<file path="config.mk">
export PLATFORM = sky130hd
export DESIGN_NAME = cbor_item_header_decoder_top
export DESIGN_NICKNAME = d
export VERILOG_FILES = /design/src/sv/cbor_hdr_pkg.sv /design/src/sv/cbor_hdr_top.sv /design/src/sv/cbor_hdr_core.sv
export SDC_FILE = /design/constraint.sdc
export NUM_CORES = 1
export LEC_CHECK = 0
export BUFFER_PORTS_ARGS = -buffer_cell sky130_fd_sc_hd__buf_2
export CAP_MARGIN = 25
export CELL_PAD_IN_SITES_DETAIL_PLACEMENT = 2
export CELL_PAD_IN_SITES_GLOBAL_PLACEMENT = 2
export CORE_MARGIN = 1.5
export CORE_UTILIZATION = 35
export CTS_CLUSTER_DIAMETER = 50
export CTS_CLUSTER_SIZE = 40
export DETAILED_ROUTE_END_ITERATION = 8
export PLACE_DENSITY_LB_ADDON = 0.25
export SETUP_SLACK_MARGIN = 0.15
export SLEW_MARGIN = 10
export SYNTH_ARGS = -nofsm -noshare
export SYNTH_HDL_FRONTEND = slang
export SYNTH_HIERARCHICAL = 1
export SYNTH_SLANG_ARGS = --single-unit
</file>
<file path="constraint.sdc">
create_clock -name clk -period 10.25 [get_ports clk]
set_input_delay 1.5375 -clock clk [delete_from_list [all_inputs] [get_ports clk]]
set_output_delay 1.5375 -clock clk [all_outputs]
set_load 0.05 [all_outputs]
</file>
<file path="src/sv/cbor_hdr_pkg.sv">
// ----------------------------------------------------------------------------
// cbor_hdr_pkg
// shared types and constants of the cbor item header decoder
// ----------------------------------------------------------------------------
package cbor_hdr_pkg;

  localparam int unsigned ByteW  = 8;
  localparam int unsigned ValueW = 64;
  localparam int unsigned KindW  = 4;
  localparam int unsigned ErrW   = 3;
  localparam int unsigned LeftW  = 4;

  localparam logic [7:0] BreakByte  = 8'hFF;
  localparam logic [4:0] ShortMax   = 5'd23;
  localparam logic [4:0] MinorOne   = 5'd24;
  localparam logic [4:0] MinorEight = 5'd27;
  localparam logic [4:0] MinorIndef = 5'd31;
  localparam logic [LeftW-1:0] MaxArgBytes = 4'd8;

  typedef enum logic [2:0] {
    MAJ_UINT   = 3'd0,
    MAJ_NEGINT = 3'd1,
    MAJ_BYTES  = 3'd2,
    MAJ_TEXT   = 3'd3,
    MAJ_ARRAY  = 3'd4,
    MAJ_MAP    = 3'd5,
    MAJ_TAG    = 3'd6,
    MAJ_SIMPLE = 3'd7
  } major_t;

  localparam logic [KindW-1:0] KindBreak = 4'd8;

  typedef enum logic [ErrW-1:0] {
    ERR_NONE  = 3'd0,
    ERR_PARSE = 3'd1,
    ERR_FLOAT = 3'd2,
    ERR_INDEF = 3'd3,
    ERR_RANGE = 3'd4
  } err_t;

  typedef struct packed {
    logic [KindW-1:0]  kind;
    logic              indef;
    logic [ValueW-1:0] value;
    err_t              err;
  } res_t;

endpackage

</file>
<file path="src/sv/cbor_hdr_top.sv">
// ----------------------------------------------------------------------------
// cbor_item_header_decoder_top
// cbor initial byte and argument decoder, one stream byte per transfer
// ----------------------------------------------------------------------------
//
//  channel  handshake             payload
//  -------  --------------------  -------------------------------------------
//  in       in_valid / in_stall   data_byte
//  out      out_valid / out_stall item_kind, indef_length, item_value,
//                                 error_code
//
//  one byte per cycle sustained unless the result register stalls; a header
//  result moves from the input register through the result register
//  headers of 24..27 and every argument byte but the last produce no result
//  rst is synchronous; it empties both registers and drops back to waiting
//  for a header byte
//  a stalled full result register stops the input register, which then
//  raises in_stall; a free or draining result register never stalls
//
module cbor_item_header_decoder_top
  import cbor_hdr_pkg::*;
(
  input  logic              clk,
  input  logic              rst,
  input  logic              in_valid,
  output logic              in_stall,
  input  logic [ByteW-1:0]  data_byte,
  output logic              out_valid,
  input  logic              out_stall,
  output logic [KindW-1:0]  item_kind,
  output logic              indef_length,
  output logic [ValueW-1:0] item_value,
  output logic [ErrW-1:0]   error_code
);

  // input register
  logic             s1_valid, s1_valid_next;
  logic [ByteW-1:0] s1_byte;

  // result register
  logic out_valid_next;
  res_t out_res;

  logic s1_adv;
  logic in_xfer;
  logic res_valid;
  res_t res;

  // the byte in the input register is processed when the result slot is
  // empty or being emptied this cycle
  assign s1_adv   = s1_valid && (!out_valid || !out_stall);
  assign in_stall = s1_valid && !s1_adv;
  assign in_xfer  = in_valid && !in_stall;

  cbor_hdr_core u_core (
    .clk       (clk),
    .rst       (rst),
    .fire      (s1_adv),
    .data_byte (s1_byte),
    .res_valid (res_valid),
    .res       (res)
  );

  always_comb begin
    s1_valid_next = s1_valid;
    if (in_xfer) begin
      s1_valid_next = 1'b1;
    end else if (s1_adv) begin
      s1_valid_next = 1'b0;
    end
  end

  always_comb begin
    out_valid_next = out_valid;
    if (s1_adv && res_valid) begin
      out_valid_next = 1'b1;
    end else if (out_valid && !out_stall) begin
      out_valid_next = 1'b0;
    end
  end

  always_ff @(posedge clk) begin
    if (rst) begin
      s1_valid  <= 1'b0;
      out_valid <= 1'b0;
    end else begin
      s1_valid  <= s1_valid_next;
      out_valid <= out_valid_next;
    end
  end

  // payload registers, no reset
  always_ff @(posedge clk) begin
    if (in_xfer) begin
      s1_byte <= data_byte;
    end
    if (s1_adv && res_valid) begin
      out_res <= res;
    end
  end

  assign item_kind    = out_res.kind;
  assign indef_length = out_res.indef;
  assign item_value   = out_res.value;
  assign error_code   = out_res.err;

`ifndef NO_ASSERTIONS
  a_stall_has_byte: assert property (@(posedge clk) disable iff (rst)
    in_stall |-> s1_valid && out_valid && out_stall)
    else $error("input stalled without a blocked byte");

  a_byte_kept: assert property (@(posedge clk) disable iff (rst)
    s1_valid && !s1_adv |=> s1_valid && $stable(s1_byte))
    else $error("blocked byte lost from input register");

  a_out_drains: assert property (@(posedge clk) disable iff (rst)
    out_valid && !out_stall && !(s1_adv && res_valid) |=> !out_valid)
    else $error("result repeated after transfer");
`endif

endmodule

</file>
<file path="src/sv/cbor_hdr_core.sv">
// ----------------------------------------------------------------------------
// cbor_hdr_core
// header split, argument byte collection and result formation for one byte
// ----------------------------------------------------------------------------
module cbor_hdr_core
  import cbor_hdr_pkg::*;
(
  input  logic             clk,
  input  logic             rst,
  input  logic             fire,
  input  logic [ByteW-1:0] data_byte,
  output logic             res_valid,
  output res_t             res
);

  logic [LeftW-1:0]  bytes_left, bytes_left_next;
  logic [ValueW-1:0] arg_accum, arg_accum_next;
  logic [2:0]        held_major, held_major_next;
  logic [4:0]        held_minor, held_minor_next;

  logic [2:0]        major;
  logic [4:0]        minor;
  logic [ValueW-1:0] shifted;

  // result of a header whose argument is complete
  function automatic res_t finish(logic [2:0] maj, logic [4:0] mnr, logic [ValueW-1:0] arg);
    res_t r;
    r.kind  = {1'b0, maj};
    r.indef = 1'b0;
    r.value = arg;
    r.err   = ERR_NONE;
    if (maj == MAJ_SIMPLE) begin
      if (mnr > MinorOne) begin
        r.value = '0;
        r.err   = ERR_FLOAT;
      end
    end else if (maj == MAJ_NEGINT) begin
      if (arg[ValueW-1]) begin
        r.value = '0;
        r.err   = ERR_RANGE;
      end else begin
        r.value = ~arg;
      end
    end
    return r;
  endfunction

  assign major   = data_byte[7:5];
  assign minor   = data_byte[4:0];
  assign shifted = {arg_accum[ValueW-ByteW-1:0], data_byte};

  always_comb begin
    bytes_left_next = bytes_left;
    arg_accum_next  = arg_accum;
    held_major_next = held_major;
    held_minor_next = held_minor;
    res_valid       = 1'b0;
    res.kind        = {1'b0, major};
    res.indef       = 1'b0;
    res.value       = '0;
    res.err         = ERR_NONE;
    if (fire) begin
      priority if (bytes_left != '0) begin
        // argument byte, most significant first
        bytes_left_next = bytes_left - 4'd1;
        if (bytes_left == 4'd1) begin
          arg_accum_next = '0;
          res_valid      = 1'b1;
          res            = finish(held_major, held_minor, shifted);
        end else begin
          arg_accum_next = shifted;
        end
      end else if (data_byte == BreakByte) begin
        res_valid = 1'b1;
        res.kind  = KindBreak;
      end else begin
        held_major_next = major;
        held_minor_next = minor;
        arg_accum_next  = '0;
        priority if (minor <= ShortMax) begin
          res_valid = 1'b1;
          res       = finish(major, minor, {{(ValueW-5){1'b0}}, minor});
        end else if (minor <= MinorEight) begin
          // 24..27 -> 1, 2, 4, 8 argument bytes
          bytes_left_next = 4'd1 << minor[1:0];
        end else if (minor != MinorIndef) begin
          res_valid = 1'b1;
          res.err   = ERR_PARSE;
        end else begin
          res_valid = 1'b1;
          if (major >= MAJ_BYTES && major <= MAJ_MAP) begin
            res.indef = 1'b1;
          end else begin
            res.err = ERR_INDEF;
          end
        end
      end
    end
  end

  always_ff @(posedge clk) begin
    if (rst) begin
      bytes_left <= '0;
      arg_accum  <= '0;
      held_major <= '0;
      held_minor <= '0;
    end else begin
      bytes_left <= bytes_left_next;
      arg_accum  <= arg_accum_next;
      held_major <= held_major_next;
      held_minor <= held_minor_next;
    end
  end

`ifndef NO_ASSERTIONS
  a_left_max: assert property (@(posedge clk) disable iff (rst)
    bytes_left <= MaxArgBytes)
    else $error("argument byte count above eight");

  a_collect_quiet: assert property (@(posedge clk) disable iff (rst)
    fire && bytes_left > 4'd1 |-> !res_valid && bytes_left_next == bytes_left - 4'd1)
    else $error("argument byte produced a result too early");

  a_err_zero: assert property (@(posedge clk) disable iff (rst)
    res_valid && res.err != ERR_NONE |-> res.value == '0 && !res.indef)
    else $error("error result carries a value");
`endif

endmodule

</file>
**Word-level counts from Yosys, hierarchy flattened**

Cells that the tools add are included.

- Bits of input ports: 12
- Output and inout port bits: 74
- Register bits: 150
- Word-level logic and storage cells: 91

- Bitwise operators: 4
- Shift-type cells: 1
- Eq/ne operators: 9
- Reduce and logical (&&, ||, !) cells: 18
- Muxes and demuxes: 40
- Add/subtract/negate cells: 1
- Magnitude comparators: 6

Operators with widths:

| operator | number |
|---|---|
| 2-to-1 mux 64 bit | 4 |
| 2-to-1 mux 67 bit | 3 |
| 2-to-1 mux 56 bit | 3 |
| 2-to-1 mux 71 bit | 2 |
| 2-to-1 mux 72 bit | 1 |
| 2-to-1 mux 68 bit | 1 |
| inverter 5 -> 64 bit | 1 |
| inverter 64 bit | 1 |
| 2-to-1 mux 4 bit | 5 |
| 2-to-1 mux 3 bit | 5 |
| 2-to-1 mux 1 bit | 14 |
| greater-than comparator 5 bit (second input constant) | 2 |
| <= comparator 5 bit (second input constant) | 2 |
| equality test 8 bit (second input constant) | 1 |
| 2-to-1 mux 8 bit | 1 |
| equality test 3 x 1 -> 1 bit (second input constant) | 2 |
| equality test 3 bit (second input constant) | 2 |
| logical AND 1 bit | 6 |
| nonzero test 2 bit | 3 |
| inequality test 5 bit (second input constant) | 1 |
| equality test 4 x 1 -> 1 bit (second input constant) | 1 |
| logical NOT 1 bit | 4 |
| inequality test 2 x 1 -> 1 bit (second input constant) | 2 |
| AND reduction 4 bit | 1 |
| 10 further kinds | 11 |

**Logic depth before layout (Yosys ltp)**

- Word-level depth: 9
- Mapped depth: 9
- Gate-level depth less buffers: 7

**By module**

Netlist, hierarchy kept.

By module, submodules not included:

| module | times used | seq. area each (sq um) | area an instance (sq um) | cells an instance |
|---|---|---|---|---|
| cbor_hdr_core | 1 | 1361.3 | 3787.4 | 468 |
| cbor_item_header_decoder_top | 1 | 2442.3 | 2496.1 | 92 |

**Least setup slack after synthesis**

No wires, ideal clock.

- Path kind: in2reg
- Start point: in out_stall
- End point: reg out_res (netlist bit error_code[0]), enable pin
- Data required time: 9724 ps
- Path buffers: 0
- Stages on the path: 6
- Path slack: 4122 ps
- Arrival time: 5601 ps
- Setup time: 526 ps
- Cells stage by stage: nand2_1 and2_1 inv_1 nor2_1 nand2_1 a21oi_1

- Longest elaborated chain between the ends: 5

RTL lines:

| item | RTL line | RTL |
|---|---|---|
| from (decl) | cbor_hdr_top.sv:29 | `input logic out_stall,` |
| logical NOT 1 bit | cbor_hdr_top.sv:51 | `assign s1_adv = s1_valid && (!out_valid \|\| !out_stall);` |
| logical OR 1 bit | cbor_hdr_top.sv:51 |  |
| logical AND 1 bit | cbor_hdr_top.sv:51 |  |
| via s1_adv | cbor_hdr_top.sv:44 | `logic s1_adv;` |
| 2-to-1 mux 1 bit | cbor_hdr_core.sv:62 | `if (fire) begin` |
| via res_valid | cbor_hdr_top.sv:46 | `logic res_valid;` |
| logical AND 1 bit | cbor_hdr_top.sv:97 | `if (s1_adv && res_valid) begin` |
| to (signal assigned) | cbor_hdr_top.sv:98 | `out_res <= res;` |
| to (decl) | cbor_hdr_top.sv:42 | `res_t out_res;` |

The timed path passes the listed nets, and every way through them passes these cells.
A chain may end at the register's enable or synchronous reset.

**Final worst setup path**

- Start point: in out_stall
- End point: out in_stall

- Longest elaborated chain between the ends: 5

RTL lines:

| item | RTL line | RTL |
|---|---|---|
| logical NOT 1 bit | cbor_hdr_top.sv:51 |  |
| logical OR 1 bit | cbor_hdr_top.sv:51 |  |
| logical AND 1 bit | cbor_hdr_top.sv:51 |  |
| logical NOT 1 bit | cbor_hdr_top.sv:52 | `assign in_stall = s1_valid && !s1_adv;` |
| logical AND 1 bit | cbor_hdr_top.sv:52 |  |
| to (decl) | cbor_hdr_top.sv:26 | `output logic in_stall,` |

No other way between the ends.

==> metrics <==
worst min path class=reg2reg; Slew headroom=35.30%; Final Hold Vio Count=0; CTS resizes=0; EDFF count, synth=80; R2R depth=8; arrival time at the worst endpoint=2.15 ns; crit path capture type=output pin; # setup viols final=0; vias in the first global route=4,988; synth warn=6; internal power=1.163 mW; GRT Residual Overflow=0; drt initial violations=291; crit share post-route=35.93%; final net count=639; Reg power frac=43.2%; Clock power frac=48.6%; DRC Markers=0; Clock Skews=0.01110 ns; H-tree depth=4; boundary pin count=86; cts bufs inserted=17; number of buffer cells added on primary ports=85; Initial Util=36.08%; hold path depth=2; cells after synthesis=560; 1st-pass router iterations=4; Post-Syn Area=0.006284 sq mm; post-route insts no fill=861; Via density=5.375; routed wire length=17.61 mm; first-pass GRT wire length=27.97 mm; Critical Path Fanout Max=3; top_reg_cell synth=edfxtp_1; wire length per cell=20.46 microns; Leak=2.801 nW; Net Switching=363.1 uW; post-synth net total=576; outcome=finished, final reports clean; Max Root-Sink Buffers=2; worst-margin pin slew=0.9705 ns; gr usage total=19.82%; maximum vdd drop=0.0001193 V; Hold Buf Count CTS=0; max-slew violations=0; Cell Count Post-Placement=829; Clock transition at path regs=0.06 ns; Hold Path Sink=u_core/held_minor[4]$_SDFFE_PP0P_; Die Height=137.0 microns; Final Wtd Congestion=0.8076; share of layout cells above drive strength 1=22.96%; sequential-to-total area share from yosys stat=60.53%; diode count=0; postcts setup bufs=0; RSZ-0062 raised after global routing=no; reg2reg start=u_core/bytes_left[0]$_SDFFE_PP0P_; fillers=1,823; core area=0.01742 sq mm; CTS tree=yes; setup TNS=0 ns; combinational cell fraction of total power=8.3%; Max Fclk=0.2715 GHz; number of routed nets with antenna violations=0; die width=137.0 microns; GRT met3 Usage=3.852%; Area Growth Syn to Fin=19.85%; Cell Rows=48; Root Driver=clkbuf_16; fin crit period=3.683 ns; register-to-register setup slack=7.27 ns; Worst-Skew Late Latency=0.43 ns; Synth Area per Inst=11.22 sq um; Pwr per Cell Area=202.7 mW/mm^2; Crit Path Class=in2out; Max-Cap Viols=0; hold_sp=u_core/held_minor[4]$_SDFFE_PP0P_; largest net degree at the start of global routing=73; initial antenna violation count=0; vias=4,628; Worst setup SP type=primary input; Crit. Startpoint=out_stall; worst reg2reg path endpoint=item_value[0]$_DFFE_PP_; GRT busiest layer=met2; sw frac=23.79%; CTS Sinks=150; Data required, critical path=8.71 ns; #FFs+latches synth=150; Unique masters post-synth=49; Die ar.=0.01877 sq mm; FFs w/ async S/R, synth=0%; post-DP HPWL=11.28 mm; met1 Use GR=23.60%; M2 GR Usage=35.82%
## Yosys cell counts (2+ instances only)
cell type / instances / area, sq um
edfxtp_1: 80 / 2402
dfxtp_1: 70 / 1401
nor2_1: 70 / 262.8
a21oi_1: 63 / 315.3
a22o_1: 57 / 499.2
o21ai_0: 54 / 270.3
clkbuf_1: 25 / 93.84
nand2b_1: 16 / 100.1
buf_2: 14 / 70.07
mux2i_1: 13 / 130.1
o21ai_2: 10 / 87.58
inv_1: 9 / 33.78
nand2_1: 9 / 33.78
nor3_1: 7 / 35.03
buf_6: 6 / 67.56
ha_1: 4 / 50.05
nand3_1: 4 / 20.02
o2bb2ai_1: 4 / 35.03
a22oi_1: 3 / 22.52
nor2b_1: 3 / 18.77
nor3b_1: 3 / 22.52
o22ai_1: 3 / 18.77
a31oi_1: 2 / 12.51
buf_4: 2 / 15.01
nand3_2: 2 / 20.02
nor4_1: 2 / 12.51
or3b_1: 2 / 17.52
or3b_2: 2 / 17.52
## stage by stage
stage	worst slack, ns	utilization [%]	instance area, sq um	hold slack (ns)	total power, mW
detailed placement	6.316	39.22	6832	0.4732	0.7976
finish	6.567	43.24	7531	0.4884	1.526
CTS	6.553	43.24	7531	0.4852	1.545
floorplan	4.123	-	6284	0.4486	0.7635
global route	6.504	43.24	7531	0.5293	1.579
global placement	6.217	39.07	6804	0.4604	0.7912
## how the worst max path moves through the flow
stage                                    end
finish                              in_stall
global route        item_value[47]$_DFFE_PP_
CTS                                 in_stall
detailed placement  item_value[47]$_DFFE_PP_
global placement    item_value[19]$_DFFE_PP_
floorplan            error_code[0]$_DFFE_PP_
## sequential cells by signal, indices dropped and copies added, names as in the netlist
signal,cells
u_core/held_minor,5
out_valid,1
u_core/held_major,3
item_kind,4
u_core/arg_accum,56
s1_byte,8
s1_valid,1
item_value,64
indef_length,1
error_code,3
u_core/bytes_left,4
## power by group through the flow
stage	combinational, mW	sequential, mW	clock (mW)
after global routing	0.137	0.660	0.782
after CTS	0.128	0.659	0.758
after detailed placement	0.126	0.672	0
after floorplan	0.0682	0.695	0
final	0.126	0.659	0.742
after global placement	0.120	0.671	0
## worst max-delay path, cell delays in order
cell and delay (ns):
buf_2 0.13, nand3_2 0.11, inv_1 0.10, buf_2 0.26
## placed cells by master, fill, tap and decap left out, types with 13 or more instances in the layout
master	Yosys	routed
mux2i_1	13	13
o21ai_0	54	54
a22o_1	57	57
dfxtp_1	70	70
edfxtp_1	80	80
clkbuf_16	0	17
nand2b_1	16	16
buf_2	14	85
nor2_1	70	70
a21oi_1	63	62
## area by class of cell
| class | instances | area [sq um] | share of cell area (%) |
|---|---|---|---|
| flip-flops and latches | 150 | 3804 | 50.51 |
| multi-input cells | 353 | 2215 | 29.41 |
| repair buffers | 92 | 498.0 | 6.612 |
| clock buffers | 17 | 425.4 | 5.649 |
| well taps | 225 | 281.5 | 3.738 |
| clock inverters | 15 | 274.0 | 3.638 |
| inverters | 9 | 33.78 | 0.4486 |
## cells by family after synthesis
kind of cell,synth area share [%]
AND/OR/NAND/NOR,10.26
adder cells (fa/ha/maj),0.7965
flip-flops,60.53
buffers and inverters,4.779
AO/OA/AOI/OAI,21.43
XOR/XNOR,0.1394
multiplexers,2.071
## layer usage
| layer | up-vias | wire (microns) |
|---|---|---|
| met1 | 2348 | 7454 |
| li1 | 2192 | - |
| met2 | 75 | 9487 |
| met4 | 0 | 180 |
| met5 | - | 0 |
| met3 | 13 | 492 |
Power figures use the tool's default switching activity.
